## src/rtl/o2_heater_actuator_test_sequencer_macros.svh

```systemverilog
// Assertion macros for the heater actuator test sequencer.
// No dependencies; included by files that carry concurrent checks.
`ifndef O2_HEATER_ACTUATOR_TEST_SEQUENCER_MACROS_SVH
`define O2_HEATER_ACTUATOR_TEST_SEQUENCER_MACROS_SVH
`ifndef SYNTHESIS
`define O2HT_ASSERT_IMP(label, clk, rst_n, ante, cons) \
	label: assert property (@(posedge clk) disable iff (!(rst_n)) (ante) |-> (cons)) \
		else $error("o2ht assertion failed");
`define O2HT_ASSERT_NXT(label, clk, rst_n, ante, cons) \
	label: assert property (@(posedge clk) disable iff (!(rst_n)) (ante) |=> (cons)) \
		else $error("o2ht assertion failed");
`else
`define O2HT_ASSERT_IMP(label, clk, rst_n, ante, cons)
`define O2HT_ASSERT_NXT(label, clk, rst_n, ante, cons)
`endif
`endif

```

## src/rtl/o2ht_pkg.sv

```systemverilog
// Shared types, limits and register codes for the heater actuator test sequencer.
// No dependencies.
package o2ht_pkg;

	localparam int TOTAL_W = 17;
	localparam int PHASE_W = 9;
	localparam int CODE_W  = 8;
	localparam int CFG_IDX_W = 3;
	localparam int CFG_DATA_W = 17;

	localparam logic [TOTAL_W-1:0] TOTAL_LIMIT = 17'd120000;
	localparam logic [PHASE_W-1:0] PHASE_LIMIT = 9'd400;

	typedef enum logic [1:0] {
		MODE_IDLE = 2'd0,
		MODE_OFF  = 2'd1,
		MODE_ON   = 2'd2,
		MODE_END  = 2'd3
	} mode_t;

	typedef enum logic [CFG_IDX_W-1:0] {
		REG_TEST_CODE      = 3'd0,
		REG_TOTAL_TICKS    = 3'd1,
		REG_OFF_TICKS      = 3'd2,
		REG_ON_TICKS       = 3'd3,
		REG_END_HOLD_TICKS = 3'd4
	} cfg_idx_t;

	// register values are kept already clamped to their limits
	typedef struct packed {
		logic [CODE_W-1:0]  test_code;
		logic [TOTAL_W-1:0] total_ticks;
		logic [PHASE_W-1:0] off_ticks;
		logic [PHASE_W-1:0] on_ticks;
		logic [TOTAL_W-1:0] end_hold_ticks;
	} cfg_t;

	typedef struct packed {
		mode_t              mode;
		logic [TOTAL_W-1:0] total;
		logic [PHASE_W-1:0] phase;
		logic [TOTAL_W-1:0] hold;
	} res_t;

	function automatic logic [TOTAL_W-1:0] clamp_total(input logic [TOTAL_W-1:0] v);
		return (v < TOTAL_LIMIT) ? v : TOTAL_LIMIT;
	endfunction

	function automatic logic [PHASE_W-1:0] clamp_phase(input logic [PHASE_W-1:0] v);
		return (v < PHASE_LIMIT) ? v : PHASE_LIMIT;
	endfunction

endpackage

```

## src/rtl/o2ht_cfg.sv

```systemverilog
// Configuration register file; values are clamped to their limits on write.
// Depends on o2ht_pkg.
module o2ht_cfg (
	input  logic                                clk,
	input  logic                                arst_n,
	input  logic                                cfg_valid,
	input  logic [o2ht_pkg::CFG_IDX_W-1:0]      cfg_index,
	input  logic [o2ht_pkg::CFG_DATA_W-1:0]     cfg_data,
	output o2ht_pkg::cfg_t                      cfg
);

	o2ht_pkg::cfg_t cfg_q;

	always_ff @(posedge clk or negedge arst_n) begin
		if (!arst_n) begin
			cfg_q <= '0;
		end else if (cfg_valid) begin
			unique case (o2ht_pkg::cfg_idx_t'(cfg_index))
				o2ht_pkg::REG_TEST_CODE: begin
					cfg_q.test_code <= cfg_data[o2ht_pkg::CODE_W-1:0];
				end
				o2ht_pkg::REG_TOTAL_TICKS: begin
					cfg_q.total_ticks <= o2ht_pkg::clamp_total(cfg_data);
				end
				o2ht_pkg::REG_OFF_TICKS: begin
					cfg_q.off_ticks <= o2ht_pkg::clamp_phase(cfg_data[o2ht_pkg::PHASE_W-1:0]);
				end
				o2ht_pkg::REG_ON_TICKS: begin
					cfg_q.on_ticks <= o2ht_pkg::clamp_phase(cfg_data[o2ht_pkg::PHASE_W-1:0]);
				end
				o2ht_pkg::REG_END_HOLD_TICKS: begin
					cfg_q.end_hold_ticks <= o2ht_pkg::clamp_total(cfg_data);
				end
				default: begin
				end
			endcase
		end
	end

	assign cfg = cfg_q;

endmodule

```

## src/rtl/o2ht_core.sv

```systemverilog
// Test sequencer state machine and its phase, total and hold timers.
// Depends on o2ht_pkg; advances one tick when step is high.
module o2ht_core (
	input  logic                            clk,
	input  logic                            arst_n,
	input  logic                            step,
	input  logic                            service_enable,
	input  logic [o2ht_pkg::CODE_W-1:0]     requested_code,
	input  o2ht_pkg::cfg_t                  cfg,
	output o2ht_pkg::res_t                  nxt
);

	o2ht_pkg::mode_t                 mode_q;
	logic [o2ht_pkg::TOTAL_W-1:0]    total_q;
	logic [o2ht_pkg::PHASE_W-1:0]    phase_q;
	logic [o2ht_pkg::TOTAL_W-1:0]    hold_q;

	o2ht_pkg::mode_t                 mode_d;
	logic [o2ht_pkg::TOTAL_W-1:0]    total_d;
	logic [o2ht_pkg::PHASE_W-1:0]    phase_d;
	logic [o2ht_pkg::TOTAL_W-1:0]    hold_d;

	logic enable;
	logic total_end;
	logic phase_end;
	logic hold_zero;

	assign enable    = service_enable && (requested_code == cfg.test_code);
	assign total_end = (total_q <= o2ht_pkg::TOTAL_W'(1));
	assign phase_end = (phase_q <= o2ht_pkg::PHASE_W'(1));
	assign hold_zero = (hold_q == '0);

	// next state
	always_comb begin
		mode_d = mode_q;
		unique case (mode_q)
			o2ht_pkg::MODE_IDLE: begin
				if (enable) mode_d = o2ht_pkg::MODE_OFF;
			end
			o2ht_pkg::MODE_OFF, o2ht_pkg::MODE_ON: begin
				if (!enable) begin
					mode_d = o2ht_pkg::MODE_IDLE;
				end else if (total_end) begin
					mode_d = o2ht_pkg::MODE_END;
				end else if (phase_end) begin
					mode_d = (mode_q == o2ht_pkg::MODE_OFF) ? o2ht_pkg::MODE_ON
						: o2ht_pkg::MODE_OFF;
				end
			end
			o2ht_pkg::MODE_END: begin
				if (enable && hold_zero) mode_d = o2ht_pkg::MODE_IDLE;
			end
			default: mode_d = o2ht_pkg::MODE_IDLE;
		endcase
	end

	// timers; counts never exceed their limits, so idle clamping is implicit
	always_comb begin
		total_d = total_q;
		phase_d = phase_q;
		hold_d  = hold_q;
		unique case (mode_q)
			o2ht_pkg::MODE_IDLE: begin
				if (enable) begin
					total_d = cfg.total_ticks;
					phase_d = cfg.off_ticks;
				end
			end
			o2ht_pkg::MODE_OFF, o2ht_pkg::MODE_ON: begin
				if (enable) begin
					if (total_end) begin
						hold_d = cfg.end_hold_ticks;
					end else begin
						total_d = total_q - o2ht_pkg::TOTAL_W'(1);
						if (phase_end) begin
							phase_d = (mode_q == o2ht_pkg::MODE_OFF) ? cfg.on_ticks
								: cfg.off_ticks;
						end else begin
							phase_d = phase_q - o2ht_pkg::PHASE_W'(1);
						end
					end
				end
			end
			o2ht_pkg::MODE_END: begin
				if (!hold_zero && !enable) begin
					hold_d = hold_q - o2ht_pkg::TOTAL_W'(1);
				end else if (!hold_zero) begin
					hold_d = hold_q - o2ht_pkg::TOTAL_W'(1);
				end
			end
			default: begin
			end
		endcase
	end

	always_ff @(posedge clk or negedge arst_n) begin
		if (!arst_n) begin
			mode_q  <= o2ht_pkg::MODE_IDLE;
			total_q <= '0;
			phase_q <= '0;
			hold_q  <= '0;
		end else if (step) begin
			mode_q  <= mode_d;
			total_q <= total_d;
			phase_q <= phase_d;
			hold_q  <= hold_d;
		end
	end

	assign nxt.mode  = mode_d;
	assign nxt.total = total_d;
	assign nxt.phase = phase_d;
	assign nxt.hold  = hold_d;

endmodule

```

## src/rtl/o2_heater_actuator_test_sequencer.sv

```systemverilog
// Top level of the downstream oxygen sensor heater actuator test sequencer.
// Depends on o2ht_pkg, o2ht_cfg, o2ht_core and the assertion macro header.
//
// Each accepted input word is one tick of the test sequencer and yields exactly one
// result word. A word is registered on entry, stepped through the state machine from that
// register and lands in the output register, so a result is offered once the output
// register is free, and one word is taken every cycle while the consumer does not stall;
// the single state update per tick sets that rate. Input stall rises only while the
// input register is full and the output register holds a word that the consumer stalls.
// Configuration writes are always ready and take effect on the next tick; write them
// only while no word is in flight.
`include "o2_heater_actuator_test_sequencer_macros.svh"

module o2_heater_actuator_test_sequencer (
	input  logic                                clk,
	input  logic                                arst_n,
	input  logic                                cfg_valid,
	output logic                                cfg_ready,
	input  logic [o2ht_pkg::CFG_IDX_W-1:0]      cfg_index,
	input  logic [o2ht_pkg::CFG_DATA_W-1:0]     cfg_data,
	input  logic                                in_valid,
	output logic                                in_stall,
	input  logic                                service_enable,
	input  logic [o2ht_pkg::CODE_W-1:0]         requested_code,
	output logic                                out_valid,
	input  logic                                out_stall,
	output logic [1:0]                          test_state,
	output logic                                heater_cmd,
	output logic                                relay_cmd,
	output logic                                test_done,
	output logic [o2ht_pkg::TOTAL_W-1:0]        total_left,
	output logic [o2ht_pkg::PHASE_W-1:0]        phase_left,
	output logic [o2ht_pkg::TOTAL_W-1:0]        hold_left
);

	o2ht_pkg::cfg_t cfg;
	o2ht_pkg::res_t nxt;
	o2ht_pkg::res_t res_q;

	logic                            valid_s1;
	logic                            enable_s1;
	logic [o2ht_pkg::CODE_W-1:0]     code_s1;
	logic                            out_valid_q;
	logic                            advance;
	logic                            in_take;

	assign cfg_ready = 1'b1;
	assign advance   = valid_s1 && !(out_valid_q && out_stall);
	assign in_stall  = valid_s1 && out_valid_q && out_stall;
	assign in_take   = in_valid && !in_stall;

	o2ht_cfg u_cfg (
		.clk       (clk),
		.arst_n    (arst_n),
		.cfg_valid (cfg_valid && cfg_ready),
		.cfg_index (cfg_index),
		.cfg_data  (cfg_data),
		.cfg       (cfg)
	);

	o2ht_core u_core (
		.clk            (clk),
		.arst_n         (arst_n),
		.step           (advance),
		.service_enable (enable_s1),
		.requested_code (code_s1),
		.cfg            (cfg),
		.nxt            (nxt)
	);

	always_ff @(posedge clk or negedge arst_n) begin
		if (!arst_n) begin
			valid_s1 <= 1'b0;
		end else if (in_take) begin
			valid_s1 <= 1'b1;
		end else if (advance) begin
			valid_s1 <= 1'b0;
		end
	end

	always_ff @(posedge clk) begin
		if (in_take) begin
			enable_s1 <= service_enable;
			code_s1   <= requested_code;
		end
	end

	always_ff @(posedge clk or negedge arst_n) begin
		if (!arst_n) begin
			out_valid_q <= 1'b0;
		end else if (advance) begin
			out_valid_q <= 1'b1;
		end else if (!out_stall) begin
			out_valid_q <= 1'b0;
		end
	end

	always_ff @(posedge clk) begin
		if (advance) res_q <= nxt;
	end

	assign out_valid  = out_valid_q;
	assign test_state = res_q.mode;
	assign heater_cmd = (res_q.mode == o2ht_pkg::MODE_ON);
	assign relay_cmd  = (res_q.mode == o2ht_pkg::MODE_ON);
	assign test_done  = (res_q.mode == o2ht_pkg::MODE_END);
	assign total_left = res_q.total;
	assign phase_left = res_q.phase;
	assign hold_left  = res_q.hold;

	`O2HT_ASSERT_NXT(a_take_fills_s1, clk, arst_n, in_take, valid_s1)
	`O2HT_ASSERT_NXT(a_advance_fills_out, clk, arst_n, advance, out_valid_q)
	`O2HT_ASSERT_IMP(a_phase_in_range, clk, arst_n, out_valid_q, res_q.phase <= o2ht_pkg::PHASE_LIMIT)
	`O2HT_ASSERT_IMP(a_total_in_range, clk, arst_n, out_valid_q, res_q.total <= o2ht_pkg::TOTAL_LIMIT)
	`O2HT_ASSERT_IMP(a_hold_in_range, clk, arst_n, out_valid_q, res_q.hold <= o2ht_pkg::TOTAL_LIMIT)

endmodule
```

## config.mk

```make
export PLATFORM = sky130hd
export DESIGN_NAME = o2_heater_actuator_test_sequencer
export DESIGN_NICKNAME = d
export VERILOG_FILES = /design/src/rtl/o2ht_pkg.sv /design/src/rtl/o2ht_cfg.sv /design/src/rtl/o2ht_core.sv /design/src/rtl/o2_heater_actuator_test_sequencer.sv
export VERILOG_INCLUDE_DIRS = /design/src /design/src/rtl
export SDC_FILE = /design/constraint.sdc
export NUM_CORES = 1
export LEC_CHECK = 0
export BUFFER_PORTS_ARGS = -buffer_cell sky130_fd_sc_hd__buf_4
export CORE_AREA = 2 2 112 168
export CTS_CLUSTER_DIAMETER = 150
export CTS_CLUSTER_SIZE = 16
export DETAILED_ROUTE_END_ITERATION = 6
export DIE_AREA = 0 0 114 170
export PLACE_DENSITY = 0.77
export SETUP_SLACK_MARGIN = 0.3
export SYNTH_ARGS = -nofsm -noshare
export SYNTH_HDL_FRONTEND = slang
export SYNTH_SLANG_ARGS = --single-unit
```

## constraint.sdc

```tcl
create_clock -name clk -period 3.15 [get_ports clk]
set_input_delay 0.315 -clock clk [delete_from_list [all_inputs] [get_ports clk]]
set_output_delay 0.315 -clock clk [all_outputs]
set_load 0.02 [all_outputs]
```

==> Word-level counts from Yosys, hierarchy flattened <==
Index checks and enable logic that the tools add are counted.
{ "totals": {"ff_bits": 161, "input_bits": 34, "word_cells": 85} }
{ "op_classes": {"n_addsub": 3, "n_lt_le_gt_ge": 4, "n_eq_ne": 11, "mux": 28, "reduce_logical": 22} }
{ "op_table": {"columns": ["op", "count"], "rows": [
  ["$mux 17", 8],
  ["$pmux 17 s2", 2],
  ["$mux 9", 6],
  ["$sub 17x1->17 const B", 2],
  ["$pmux 9 s2", 1],
  ["$le 17x1->1 const B", 1],
  ["$logic_not 17->1", 1],
  ["$lt 17x17->1 const B", 1],
  ["$mux 2", 6],
  ["$reduce_and 2->1", 5],
  ["$le 9x1->1 const B", 1],
  ["$lt 9x9->1 const B", 1],
  ["$sub 9x1->9 const B", 1],
  ["$eq 2x2->1 const B", 4],
  ["$eq 8x8->1", 1],
  ["$logic_and 1x1->1", 8],
  ["$eq 3x2->1 const B", 2],
  ["$pmux 2 s3", 1],
  ["$logic_not 1->1", 4],
  ["$mux 1", 4],
  ["$eq 3x1->1 const B", 1],
  ["$eq 3x3->1 const B", 1],
  ["$logic_not 3->1", 1],
  ["$eq 2x1->1 const B", 1],
  ["4 further kinds", 4]
]} }

==> Depth between registers and ports, before layout <==
Gate-level depths: netlist of run 1.
{ "logic_depth": {"word_depth": 6, "mapped_depth": 11} }

==> Cells and area by module <==
A second synthesis of run 1 with hierarchy kept.
{ "unflattened": {"hier_cells": 909, "area_unflattened_um2": 8934.8} }
{ "modules_own_cells": {"columns": ["mod", "n_inst", "cells_each", "area_each_um2"], "rows": [
  ["o2ht_core", 1, 626, 4720.8],
  ["o2ht_cfg", 1, 216, 2468.6],
  ["o2_heater_actuator_test_sequencer", 1, 67, 1745.4]
]} }

==> Least setup slack after synthesis of run 1 <==
OpenSTA, ideal clock, no wires.
{ "synth_path": {"path_type": "register -> register", "start": "register out_valid_q, in the netlist out_valid", "end": "register u_core.hold_q[14] (netlist name)", "t_arrival_ps": 2711, "required_ps": 3018, "setup_slack_ps": 307, "stages_incl_launch_ff": 8, "synth_period_minus_slack_ps": 2843, "cell_sequence": "dfrtp_1 -> a21bo_2 -> clkinv_1 -> nand2_1 -> clkbuf_1 -> nor4_1 -> o21ai_0 -> o211ai_1"} }
{ "synth_via": {"elab_chain_cells": 3} }
{ "synth_lines": {"columns": ["element", "line_no", "source"], "rows": [
  ["start, declared", "o2_heater_actuator_test_sequencer.sv:43", "logic out_valid_q;"],
  ["start signal, assigned", "o2_heater_actuator_test_sequencer.sv:90", "out_valid_q <= 1'b0;"],
  ["start signal, assigned", "o2_heater_actuator_test_sequencer.sv:92", "out_valid_q <= 1'b1;"],
  ["start signal, assigned", "o2_heater_actuator_test_sequencer.sv:94", "out_valid_q <= 1'b0;"],
  ["$logic_and 1x1->1", "o2_heater_actuator_test_sequencer.sv:48", "assign advance = valid_s1 && !(out_valid_q && out_stall);"],
  ["$logic_not 1->1", "o2_heater_actuator_test_sequencer.sv:48", null],
  ["$logic_and 1x1->1", "o2_heater_actuator_test_sequencer.sv:48", null],
  ["via advance", "o2_heater_actuator_test_sequencer.sv:44", "logic advance;"],
  ["end signal, assigned", "o2ht_core.sv:106", "hold_q <= hold_d;"],
  ["end, declared", "o2ht_core.sv:16", "logic [o2ht_pkg::TOTAL_W-1:0] hold_q;"]
]} }
The timed path passes the listed nets, and every way through them passes these cells.
A chain may end at the register's enable or synchronous reset.

==> Final worst setup path of run 1 <==
{ "layout_path": {"start": "register u_core.total_q[3] (netlist name)", "end": "register u_core.hold_q[11] (netlist name)"} }
{ "layout_via": {"elab_chain_cells": 4} }
{ "layout_lines": {"columns": ["element", "line_no", "source"], "rows": [
  ["start, declared", "o2ht_core.sv:14", "logic [o2ht_pkg::TOTAL_W-1:0] total_q;"],
  ["start signal, assigned", "o2ht_core.sv:104", "total_q <= total_d;"],
  ["$le 17x1->1", "o2ht_core.sv:29", "assign total_end = (total_q <= o2ht_pkg::TOTAL_W'(1));"],
  ["$mux 17", "o2ht_core.sv:71", "if (total_end) begin"],
  ["$mux 17", "o2ht_core.sv:70", "if (enable) begin"],
  ["$pmux 17 s2", "o2ht_core.sv:62", "unique case (mode_q)"]
]} }
No other way between the ends.

==> flow_summary.json, run 1 <==
{
  "yosysTopAreaCell": "dfrtp_1",
  "p_sw_mw": 2.84,
  "fmax_mhz": 358,
  "worstPathCellList": "or4_4 -> or3_4 -> nor2_4 -> buf_12 -> a21o_1 -> nand2_1 -> a221o_1",
  "core-area_mm2": 0.0179,
  "synth_cell_types": 77,
  "tightest_slew_ps": 989,
  "syn_to_final_growth_pct": 18.4,
  "synth.net_count": 967,
  "powerDensity_mw_per_mm2": 721,
  "hp-class": "in2reg",
  "grt_pass1_wl_um": 43400,
  "final_cell_mix": "nand2_1, buf_4, dfrtp_1",
  "critPathRequiredTime_ps": 3470,
  "rsz0062_at_grt": "no",
  "drv_slew": 0,
  "initial_core_util_pct": 49.4,
  "synth-seq-area-share_pct": 48.7,
  "p_seq_share_pct": 39.7,
  "async_flop_share_pct": 66.5,
  "slowest_delay_ps": 600,
  "synth_compound_area_share_pct": 21.5,
  "finClkSkew_ps": 12.4,
  "end_kind": "flip-flop",
  "p_leak_nw": 4.36,
  "crit_arrival_ps": 3110,
  "ioPinCount": 85,
  "syn_inst": 925,
  "clockBufferDepth": 2,
  "cp_slowest_cell": "or4_4",
  "gp_congestion": 0.996,
  "synthXorXnorAreaFrac_pct": 1.29,
  "remaining_drc_errors": 1,
  "synth-simple-area-share_pct": 18.2,
  "hold_violations": 0,
  "synth_top_family_by_area": "compound AO/OA/AOI/OAI gates",
  "cp_max_fo": 17,
  "synth_top_cell_area_share_pct": 30.3,
  "globalRouteTotalUtil_pct": 29.4,
  "status": "complete, but fails checks",
  "setup_slack_ps": 360,
  "synthMuxAreaShare_pct": 5.07,
  "firstDrtPassIters": 7,
  "nets": 1050,
  "yosys_warnings": 0,
  "synthTopCellsByArea": "dfrtp_1, edfxtp_1, nand2_1, o21ai_0, mux2_2",
  "crit_path_start_kind": "flip-flop",
  "htree_levels": 4,
  "grt_pass1_vias": 7885,
  "grt_antenna_before_repair": 0,
  "final_common_cell": "nand2_1",
  "cts.sinks": 161,
  "p_clk_share_pct": 28.8,
  "violations": "design-rule violations",
  "ir_worst_vdd_v": 0.000357,
  "cts_buffers": 17,
  "wl_um": 28200,
  "synthAdderAreaFrac_pct": 1.13,
  "clk_latency_ps": 440,
  "synth_edf_count": 54,
  "clkSlewWorstSetupHoldPaths_ps": 70,
  "cap_violations": 0,
  "die_area_mm2": 0.0194,
  "drtIter0Drc": 932,
  "slew-limit-headroom_pct": 33.6,
  "floorplan.rows": 60,
  "io_buffers": 83,
  "synth_area_mm2": 0.00883,
  "fin_tns_setup_ps": 0,
  "diodes": 0,
  "grt_start_max_net_pins": 58,
  "share_comb_of_total_power_pct": 31.4,
  "root_buffer": "clkbuf_16",
  "dp.final_hpwl_um": 20000,
  "setup_viol": 0,
  "cts_tree": "yes",
  "ys.flop_type": "dfrtp_1",
  "critPathKind": "reg2reg",
  "final.period_utilization_pct": 88.6,
  "die_h_um": 170,
  "die_w_um": 114,
  "postRouteAntennaNets": 0,
  "num_vias": 8264,
  "synth_area_per_cell_um2": 9.55,
  "drive_above_1_share_pct": 19.4,
  "p_int_mw": 4.69,
  "p_sw_share_pct": 37.7,
  "synth-seq-cells": 161,
  "grt-ovfl-total": 0,
  "place_ws_ps": 245,
  "period_needed_ps": 2790,
  "viasPerCell": 6.68,
  "post_drt_wl_per_cell_um": 22.7
}
-- cells in the mapped netlist, types with 3 or more instances --
library cell / n
o21ai_0: 98
edfxtp_1: 54
o21bai_1: 3
a22oi_1: 11
o41ai_1: 3
and3_1: 9
o311a_1: 3
nor4_1: 13
o211ai_1: 22
a21oi_1: 27
nand2_1: 141
and2_1: 5
or4_1: 3
mux2_2: 22
o2bb2ai_1: 5
mux2i_1: 20
buf_6: 5
a22o_1: 7
o221ai_1: 9
a211oi_1: 5
o22ai_1: 9
nand3_1: 27
clkinv_1: 3
inv_1: 18
a31oi_1: 18
dfrtp_1: 107
a221o_1: 7
or3_1: 12
nand2b_1: 3
a32oi_1: 8
a21o_1: 8
or2_2: 4
nor2b_1: 9
o31ai_1: 4
nor2_1: 52
nand4_1: 12
a211o_1: 6
nor3_1: 28
nor3b_1: 3
clkbuf_1: 48
o311ai_0: 8
buf_1: 4
xnor2_1: 11
ha_1: 8
-- per-stage QoR --
stage	hold WS, ps	utilization [%]	instances	power [mW]	cell area, um^2
2_1_floorplan	19.4	-	925	4.44	8830
3_3_place_gp	280	54.8	1202	5.28	9790
3_5_place_dp	279	54.8	1202	5.31	9790
4_1_cts	40.6	58.4	1238	7.47	10400
5_1_grt	31.7	58.5	1238	7.86	10500
6_report	46.4	58.5	1238	7.53	10500
-- area by class of cell --
cell class,count,area (um^2)
multi-input combinational,682,4200
inverter,21,78.8
clock buffer,18,429
timing repair buffer,125,991
sequential,161,4300
tap,217,272
clock inverter,14,185
fill,1549,7410
-- per-layer routing --
metal	vias to the layer above	global-route usage (%)	share of wire [%]
met5	-	0	0
met4	0	22.8	8.8
met3	136	4.24	7.3
met2	538	48.1	49
met1	3929	34.6	35
li1	3661	-	-
-- sequential cells by signal, summed over array words and instances, names as in the netlist --
| register | flops |
|---|---|
| out_valid | 1 |
| hold_left | 17 |
| code_s1 | 8 |
| total_left | 17 |
| valid_s1 | 1 |
| u_core.hold_q | 17 |
| u_cfg.cfg | 60 |
| u_core.total_q | 17 |
| enable_s1 | 1 |
| u_core.phase_q | 9 |
| test_state | 2 |
| u_core.mode_q | 2 |
| phase_left | 9 |
-- power groups by stage --
| stage | Combinational, mW | Sequential [mW] | Clock [mW] |
|---|---|---|---|
| after global placement | 2.28 | 3.00 | 0 |
| after detailed placement | 2.30 | 3.01 | 0 |
| final | 2.37 | 2.99 | 2.17 |
| after floorplan | 1.52 | 2.92 | 0 |
| after CTS | 2.32 | 2.97 | 2.18 |
| after global routing | 2.57 | 3.02 | 2.27 |
-- worst max-delay path, delay by kind of cell (launching register included) --
kind            cells  cell delay, ps
flops               1             450
compound gates      2             640
buf+inv             1             170
simple gates        4            1400
-- worst paths after layout --
| check | to | cells after the start | slack [ps] | start |
|---|---|---|---|---|
| hold reg to reg | out_valid | 1 | 470 | valid_s1 |
| hold / removal | code_s1[0] | 1 | 50 | requested_code[0] |
| min in group asynchronous | u_core.hold_q[3] | 2 | 360 | arst_n |
| max in group asynchronous | u_core.total_q[11] | 3 | 2060 | arst_n |
| setup reg to reg | u_core.hold_q[11] | 7 | 360 | u_core.total_q[3] |
| setup / recovery | u_core.hold_q[11] | 7 | 360 | u_core.total_q[3] |
-- kinds of logic after synthesis --
logic type,Yosys count
XOR/XNOR,13
adder cells (fa/ha/maj),8
other,1
multiplexers,42
flip-flops,161
AND/OR/NAND/NOR,334
AO/OA/AOI/OAI,283
buffers and inverters,83
-- timing repair --
item	in CTS	in global routing
setup endpoints to repair	5	25
gates cloned	1	0
buffers inserted	2	0
endpoints found under the hold margin	26	0
hold buffers	1	0
pin swaps	0	0
resized for setup	0	3
Note: power is estimated with default switching activity, not from simulation.
==> run 2, diff against run 1 <==
--- a/config.mk
+++ b/config.mk
@@ -12,7 +12,7 @@
 export CTS_CLUSTER_SIZE = 16
 export DETAILED_ROUTE_END_ITERATION = 6
 export DIE_AREA = 0 0 114 170
-export PLACE_DENSITY = 0.77
+export PLACE_DENSITY = 0.68
 export SETUP_SLACK_MARGIN = 0.3
 export SYNTH_ARGS = -nofsm -noshare
 export SYNTH_HDL_FRONTEND = slang
==> run 2 against run 1 <==
Against the previous run: the run now ends clean; highest routed layer unchanged; non-clock buffer count rose by 7; sequential cell count did not move; critical path depth fell by 1; first-iteration DRC count fell by 25%; setup slack improved by 29 ps; wire length rose by 0.21%; cell count rose by 0.57%; cell area barely moved; global-route usage barely moved; count of clock-buffer cells in the layout fell by 1; clock power fell by 6%; largest power group unchanged; core utilization barely moved.
==> flow_summary.json, run 2 (synthesis results as in run 1) <==
{
  "syn_to_final_growth_pct": 18.3,
  "setup_viol": 0,
  "cp_max_fo": 11,
  "finClkSkew_ps": 14.6,
  "hp-class": "in2reg",
  "period_needed_ps": 2760,
  "diodes": 0,
  "tightest_slew_ps": 954,
  "nets": 1057,
  "die_area_mm2": 0.0194,
  "initial_core_util_pct": 49.4,
  "num_vias": 8084,
  "postRouteAntennaNets": 0,
  "fin_tns_setup_ps": 0,
  "crit_path_start_kind": "flip-flop",
  "core-area_mm2": 0.0179,
  "utilization_pct": 58.5,
  "drive_above_1_share_pct": 19.7,
  "cts_setup_buffers": 0,
  "hold_violations": 0,
  "htree_levels": 4,
  "globalRouteTotalUtil_pct": 29.5,
  "remaining_drc_errors": 0,
  "total_power_mw": 7.41,
  "final_common_cell": "nand2_1",
  "cap_violations": 0,
  "rsz0062_at_grt": "no",
  "die_w_um": 114,
  "wl_um": 28200,
  "post_drt_wl_per_cell_um": 22.7,
  "grt_pass1_vias": 7947,
  "end_kind": "flip-flop",
  "grt-ovfl-total": 0,
  "post-route-cell-area_mm2": 0.0105,
  "gp_congestion": 0.932,
  "viasPerCell": 6.49,
  "largest_reg_flops": 60,
  "powerDensity_mw_per_mm2": 709,
  "grt_pass1_wl_um": 43600,
  "io_buffers": 83,
  "fmax_mhz": 362,
  "die_h_um": 170,
  "final.period_utilization_pct": 87.7,
  "fillers": 1572,
  "floorplan.rows": 60,
  "multiInputGateArea_mm2": 0.00419,
  "drtIter0Drc": 702,
  "cts_tree": "yes",
  "clkSlewWorstSetupHoldPaths_ps": 80,
  "placed_area_mm2": 0.00983,
  "grt_start_max_net_pins": 108,
  "firstDrtPassIters": 7,
  "cts_buffers": 17,
  "ioPinCount": 85,
  "final_cell_mix": "nand2_1, buf_4, dfrtp_1",
  "p_leak_nw": 4.36,
  "dp.final_hpwl_um": 20200,
  "ff_latch_area_mm2": 0.00430,
  "clockBufferDepth": 2,
  "holdWs_ps": 54.3,
  "slew-limit-headroom_pct": 35.7,
  "critPathKind": "reg2reg",
  "cts.sinks": 161,
  "clk_latency_ps": 430,
  "drv_slew": 0,
  "grt_antenna_before_repair": 0,
  "critPathRequiredTime_ps": 3330,
  "root_buffer": "clkbuf_16",
  "ir_worst_vdd_v": 0.000384,
  "crit_arrival_ps": 2940,
  "status": "completed"
}
-- run 2: cell count changes in the layout (fill, tap and decap cells not counted), sizes merged --
cell      delta
buf          +7
clkinv       +3
bufinv       -2
clkinvlp     +2
inv          -2
clkbuf       -1
-- run 2: layout make-up --
class | count | area share (%)
tap | 217 | 2.60
clock inverter | 15 | 1.59
inverter | 21 | 0.754
timing repair buffer | 132 | 9.75
sequential | 161 | 41.1
clock buffer | 17 | 4.07
multi-input combinational | 682 | 40.1
-- run 2: routing by layer --
| layer | wire length (um) | vias up | GRT usage [%] |
|---|---|---|---|
| met5 | 0 | - | 0 |
| met4 | 2030 | 0 | 20.4 |
| met3 | 1490 | 112 | 4.42 |
| met2 | 14200 | 410 | 49.3 |
| met1 | 10500 | 3900 | 34.6 |
| li1 | - | 3662 | - |
-- run 2: path summary, 6_finish.rpt --
path / from / to / cells past startpoint / slack [ps]
worst max register to register: u_core.total_q[3] / hold_left[8] / 6 / 390
max in group asynchronous: arst_n / u_core.hold_q[12] / 3 / 2170
min in group asynchronous: arst_n / u_core.hold_q[9] / 3 / 480
worst min-delay path: requested_code[7] / code_s1[7] / 1 / 50
worst max-delay path: u_core.total_q[3] / hold_left[8] / 6 / 390
worst min register to register: valid_s1 / out_valid / 1 / 480
-- run 2: power by group --
group	leakage (nW)	internal (mW)	switching, mW	total, mW
logic	2.19	0.936	1.45	2.39
registers	1.89	2.56	0.418	2.98
clock network	0.282	1.06	0.980	2.04
-- run 2: what timing repair did --
item | 4_1_cts | 5_1_grt
hold buffers | 1 | 0
cloned | 1 | 0
setup endpoints to repair | 2 | 10
gates resized for setup | 0 | 1
endpoints found under the hold margin | 10 | 0
-- run 2: metrics by stage --
step | std cells | worst slack, ps
global placement | 1211 | 349
floorplan | 925 | 307
CTS | 1245 | 319
global route | 1245 | 326
finish | 1245 | 389
detailed placement | 1211 | 296
-- run 2: critical path, stage by stage, from the launching register on --
cell      delay [ps]
dfrtp_1          460
or4_4            600
or3_4            450
nand2b_4         260
o21ai_2          230
nand2_1          180
a221o_1          330
